**src/sv/tspc_pkg.sv**
```systemverilog
`timescale 1ns / 1ps

package tspc_pkg;

  localparam logic [1:0] OP_CLASSIFY = 2'd0;
  localparam logic [1:0] OP_BEGIN    = 2'd1;
  localparam logic [1:0] OP_ADD      = 2'd2;

  localparam logic [1:0] ST_OK          = 2'd0;
  localparam logic [1:0] ST_GROUPS_FULL = 2'd1;
  localparam logic [1:0] ST_RULES_FULL  = 2'd2;
  localparam logic [1:0] ST_ORDER       = 2'd3;

  localparam logic [31:0] MASK_24 = 32'h00ff_ffff;
  localparam logic [31:0] MASK_16 = 32'h0000_ffff;
  localparam logic [31:0] MASK_8  = 32'h0000_00ff;
  localparam logic [31:0] MASK_0  = 32'h0000_0000;

  typedef struct packed {
    logic [31:0] src_ip;
    logic [31:0] dst_ip;
    logic [15:0] src_port;
    logic [15:0] dst_port;
    logic [7:0]  protocol;
  } key_t;

  typedef struct packed {
    logic deny;
    key_t key;
  } rule_t;

endpackage

```
**src/sv/tspc_match.sv**
```systemverilog
`timescale 1ns / 1ps

module tspc_match
  import tspc_pkg::*;
(
  input  key_t  pkt,
  input  rule_t rule_rec,
  output logic  match
);

  logic m_sip;
  logic m_dip;
  logic m_sport;
  logic m_dport;
  logic m_proto;

  // zero rule field is a wildcard
  assign m_sip   = (rule_rec.key.src_ip == '0)   || (rule_rec.key.src_ip == pkt.src_ip);
  assign m_dip   = (rule_rec.key.dst_ip == '0)   || (rule_rec.key.dst_ip == pkt.dst_ip);
  assign m_sport = (rule_rec.key.src_port == '0) || (rule_rec.key.src_port == pkt.src_port);
  assign m_dport = (rule_rec.key.dst_port == '0) || (rule_rec.key.dst_port == pkt.dst_port);
  assign m_proto = (rule_rec.key.protocol == '0) || (rule_rec.key.protocol == pkt.protocol);

  assign match = m_sip & m_dip & m_sport & m_dport & m_proto;

endmodule

```
**config.mk**
```make
export PLATFORM = sky130hd
export DESIGN_NAME = tspc_match
export DESIGN_NICKNAME = d
export VERILOG_FILES = /design/src/sv/tspc_pkg.sv /design/src/sv/tspc_match.sv
export SDC_FILE = /design/constraint.sdc
export NUM_CORES = 1
export LEC_CHECK = 0
export BUFFER_PORTS_ARGS = -buffer_cell sky130_fd_sc_hd__buf_2
export CAP_MARGIN = 10
export CORE_AREA = 2 2 82 84
export DETAILED_ROUTE_END_ITERATION = 16
export DIE_AREA = 0 0 84 86
export GPL_TIMING_DRIVEN = 0
export PLACE_DENSITY_LB_ADDON = 0.08
export REMOVE_ABC_BUFFERS = 1
export SETUP_SLACK_MARGIN = 0.02
export SYNTH_ARGS = -nofsm -noshare
export SYNTH_HDL_FRONTEND = slang
export SYNTH_SLANG_ARGS = --single-unit
export TNS_END_PERCENT = 30
```
**constraint.sdc**
```tcl
create_clock -name vclk -period 1.6
set_input_delay 0.32 -clock vclk [all_inputs]
set_output_delay 0.32 -clock vclk [all_outputs]
set_load 0.03 [all_outputs]
```
After elaboration in Yosys (flattened, before gate mapping)
Cells that the tools add are included.
- eq/ne operators: 5
- bitwise logic cells: 4
- reductions and logical operators: 10
- operators with widths (operator ; number):
    equality test 32 bit ; 2
    logical NOT 32 bit ; 2
    equality test 16 bit ; 2
    logical NOT 16 bit ; 2
    equality test 8 bit ; 1
    logical NOT 8 bit ; 1
    logical OR 1 bit ; 5
    AND 1 bit ; 4
- bits in registers: 0
- input bits: 209

Longest topological paths before layout
- word-level depth: 6
- mapped depth: 5
- gate-level depth less buffers: 5

Worst setup path before layout
Ideal clock, no wire load.
- path kind: input port to output port
- start point: in rule_rec[34] (netlist name)
- end point: out match
- data arrival time: 1.446 ns
- path slack: -0.166 ns
- stages on the path: 5
- buffers on the path: 0
- cell sequence: xor2_1 -> nor4_2 -> nand4_1 -> a221oi_1 -> and3_1
- longest elaborated chain between the ends: 5
- elaborated cells on any way between the ends: 6
- classes of those cells: eq/ne (1); bitwise (3); reduce/logical (2)
- RTL lines (element ; RTL line ; source):
    start, declared ; tspc_match.sv:7 ; input rule_t rule_rec,
    equality test 16 bit / logical NOT 16 bit (equally long branches) ; tspc_match.sv:20 ; assign m_sport = (rule_rec.key.src_port == '0) || (rule_rec.key.src_port == pkt.src_port);
    logical OR 1 bit * ; tspc_match.sv:20 ;
    AND 1 bit * (3 in series) ; tspc_match.sv:24 ; assign match = m_sip & m_dip & m_sport & m_dport & m_proto;
    end, declared ; tspc_match.sv:8 ; output logic match
Every way passes the cells marked *; elsewhere a longest branch is shown, timed or not.

Worst setup path in the final report
- start point: in pkt[35] (netlist name)
- end point: out match
- longest elaborated chain between the ends: 5
- RTL lines (element ; RTL line ; source):
    start, declared ; tspc_match.sv:6 ; input key_t pkt,
    equality test 16 bit ; tspc_match.sv:20 ;
    logical OR 1 bit ; tspc_match.sv:20 ;
    AND 1 bit (3 in series) ; tspc_match.sv:24 ;
No other way between the ends.

==> out/summary.txt <==
Status: finished with violations
Failing checks: setup timing
Max Cap Viol: 0
Critical path data required time: 1.28 ns
Sink of the worst hold path: match
Seq cells: 0
Period utilisation layout: 1.25
Post-synthesis cell type count: 8
Peak Freq: 0.500 GHz
DRC: 0
Slew margin rel.: 0.750
Placed cell area: 2510 sq um
IO buf count: 209
Share of cells above drive strength 1: 0.573
Synth Cell Area: 1370 sq um
Critical Path Start Type: primary input
First-pass GRT wire length: 9620 um
Warnings from Yosys: 0
Share of the synthesized area in the top cell type: 0.664
Post-CTS setup buffers: 0
Seq. cell area: 0 sq um
Commonest cells in the netlist: 104 x xor2_1, 48 x nor4_1, 12 x nand4_1, 4 x nor4_2, 2 x o22ai_1
Power Density: 230 nW/um^2
GPL Wtd Cong: 0.878
Die ar.: 7220 sq um
Crit Path Max Fanout: 1
Synth area leaders: xor2_1 66%, nor4_1 22%, nand4_1 5.5%
Worst-Margin Slew: 0.372 ns
Setup WS pre-CTS: -0.484 ns
Num ports: 210
GRT Total Usage: 0.160
Clock buf count: 0
Crit path time final: 2.00 ns
DR iter-0 viols: 24
Syn Inst Count: 173
Die height: 86 um
Number of inserted diodes: 0
Area Growth Syn to Fin: 90.1%
Top-count cell post-synth: xor2_1
Syn Area/Cell: 7.93 sq um
DRT antenna net count: 0
Multi-input logic area: 1430 sq um
Final Hold Viols: 0
Via/cell ratio: 4.63
Worst setup EP type: output pin
Die X: 84 um
Leak Pwr: 1.32 nW
Crit path arrival time: 1.68 ns
Setup TNS Final: -0.400 ns
Worst VDD drop: 0.0982 mV
Cts hold-fix bufs: 0
DR pass1 iterations: 4
Hold Startpoint: rule_rec[36]
WL/cell: 14.1 um
Starting density of the core: 0.218
Core Util, Final: 0.415
Fin worst setup slack: -0.400 ns
Final wirelength: 6450 um
Finished Cell Area: 2610 sq um
Number of global-route vias before repair: 2236
DP HPWL: 6010 um
Sequential share of the synthesized area: 0
Area of the core: 6280 sq um
Largest net degree at the start of global routing: 3
Crit Path Class: in2out
Via count: 2125
# rows: 29
Hold Crit Class: in2out
Max Slew Vio Count: 0
Grt ovf: 0
Setup violators final: 1
Fin nets: 593
Fillers: 683
Hold Path Depth: 6
Initial antenna violation count: 0
Synth area leader: xor2_1
Unrepaired setup endpoints after global routing: yes
==> cells in the final DEF (no fill, tap or decap) <==
master    instances
o22ai_1           2
nor4_4            1
and3_1            1
nand4_1          12
buf_6             4
nor4_2            7
nor4_1           44
xor2_4            1
buf_2           204
a22oi_1           1
xor2_1          103
a221oi_2          1
buf_8             1
==> critical path, cell delays in order <==
cell,delay [ns]
buf_8,0.10
xor2_4,0.18
nor4_4,0.31
nand4_1,0.16
a221oi_2,0.27
and3_1,0.20
buf_6,0.14
==> where the power goes <==
part | total, mW | switching, mW | internal, mW
sequential | 0 | 0 | 0
clock | 0 | 0 | 0
combinational | 0.601 | 0.278 | 0.323
==> per-layer routing <==
layer | share of wire | GRT usage | wire, um
met5 | 0 | 0 | 0
met1 | 0.36 | 0.175 | 2310
met2 | 0.55 | 0.335 | 3550
met4 | 0.017 | 0.0161 | 107
met3 | 0.075 | 0.0183 | 486
==> logic make-up (layout without fill, tap and decap cells) <==
kind of cell	Yosys count	after routing	synth area share
xor+xnor	104	104	0.664
buf+inv	0	209	0
simple gates	65	65	0.315
compound gates	4	4	0.0210
==> worst max-delay path by stage <==
stage                     slack [ns]  cells past startpoint    startpoint    end
after floorplan                -0.17                      5  rule_rec[34]  match
after global placement         -0.50                      7  rule_rec[14]  match
after detailed placement       -0.48                      7  rule_rec[35]  match
after CTS                      -0.38                      7       pkt[36]  match
after global routing           -0.49                      7       pkt[35]  match
final                          -0.40                      7       pkt[35]  match
==> per-stage QoR <==
step	hold WS, ns	instances	total power [mW]
4_1_cts	1.25	459	0.585
2_1_floorplan	1.01	173	0.205
3_3_place_gp	1.26	459	0.572
6_report	1.23	459	0.601
5_1_grt	1.28	459	0.662
3_5_place_dp	1.27	459	0.573
==> layout make-up <==
| type | count | share of cell area |
|---|---|---|
| tap | 77 | 0.0369 |
| multi-input combinational | 173 | 0.548 |
| timing repair buffer | 209 | 0.415 |
==> what timing repair did <==
item,in CTS,in global routing
resized for setup,7,9
endpoints found under the setup margin,1,1
gates cloned,0,0
pin swaps,8,4
Note: power is estimated with default switching activity, not from simulation.
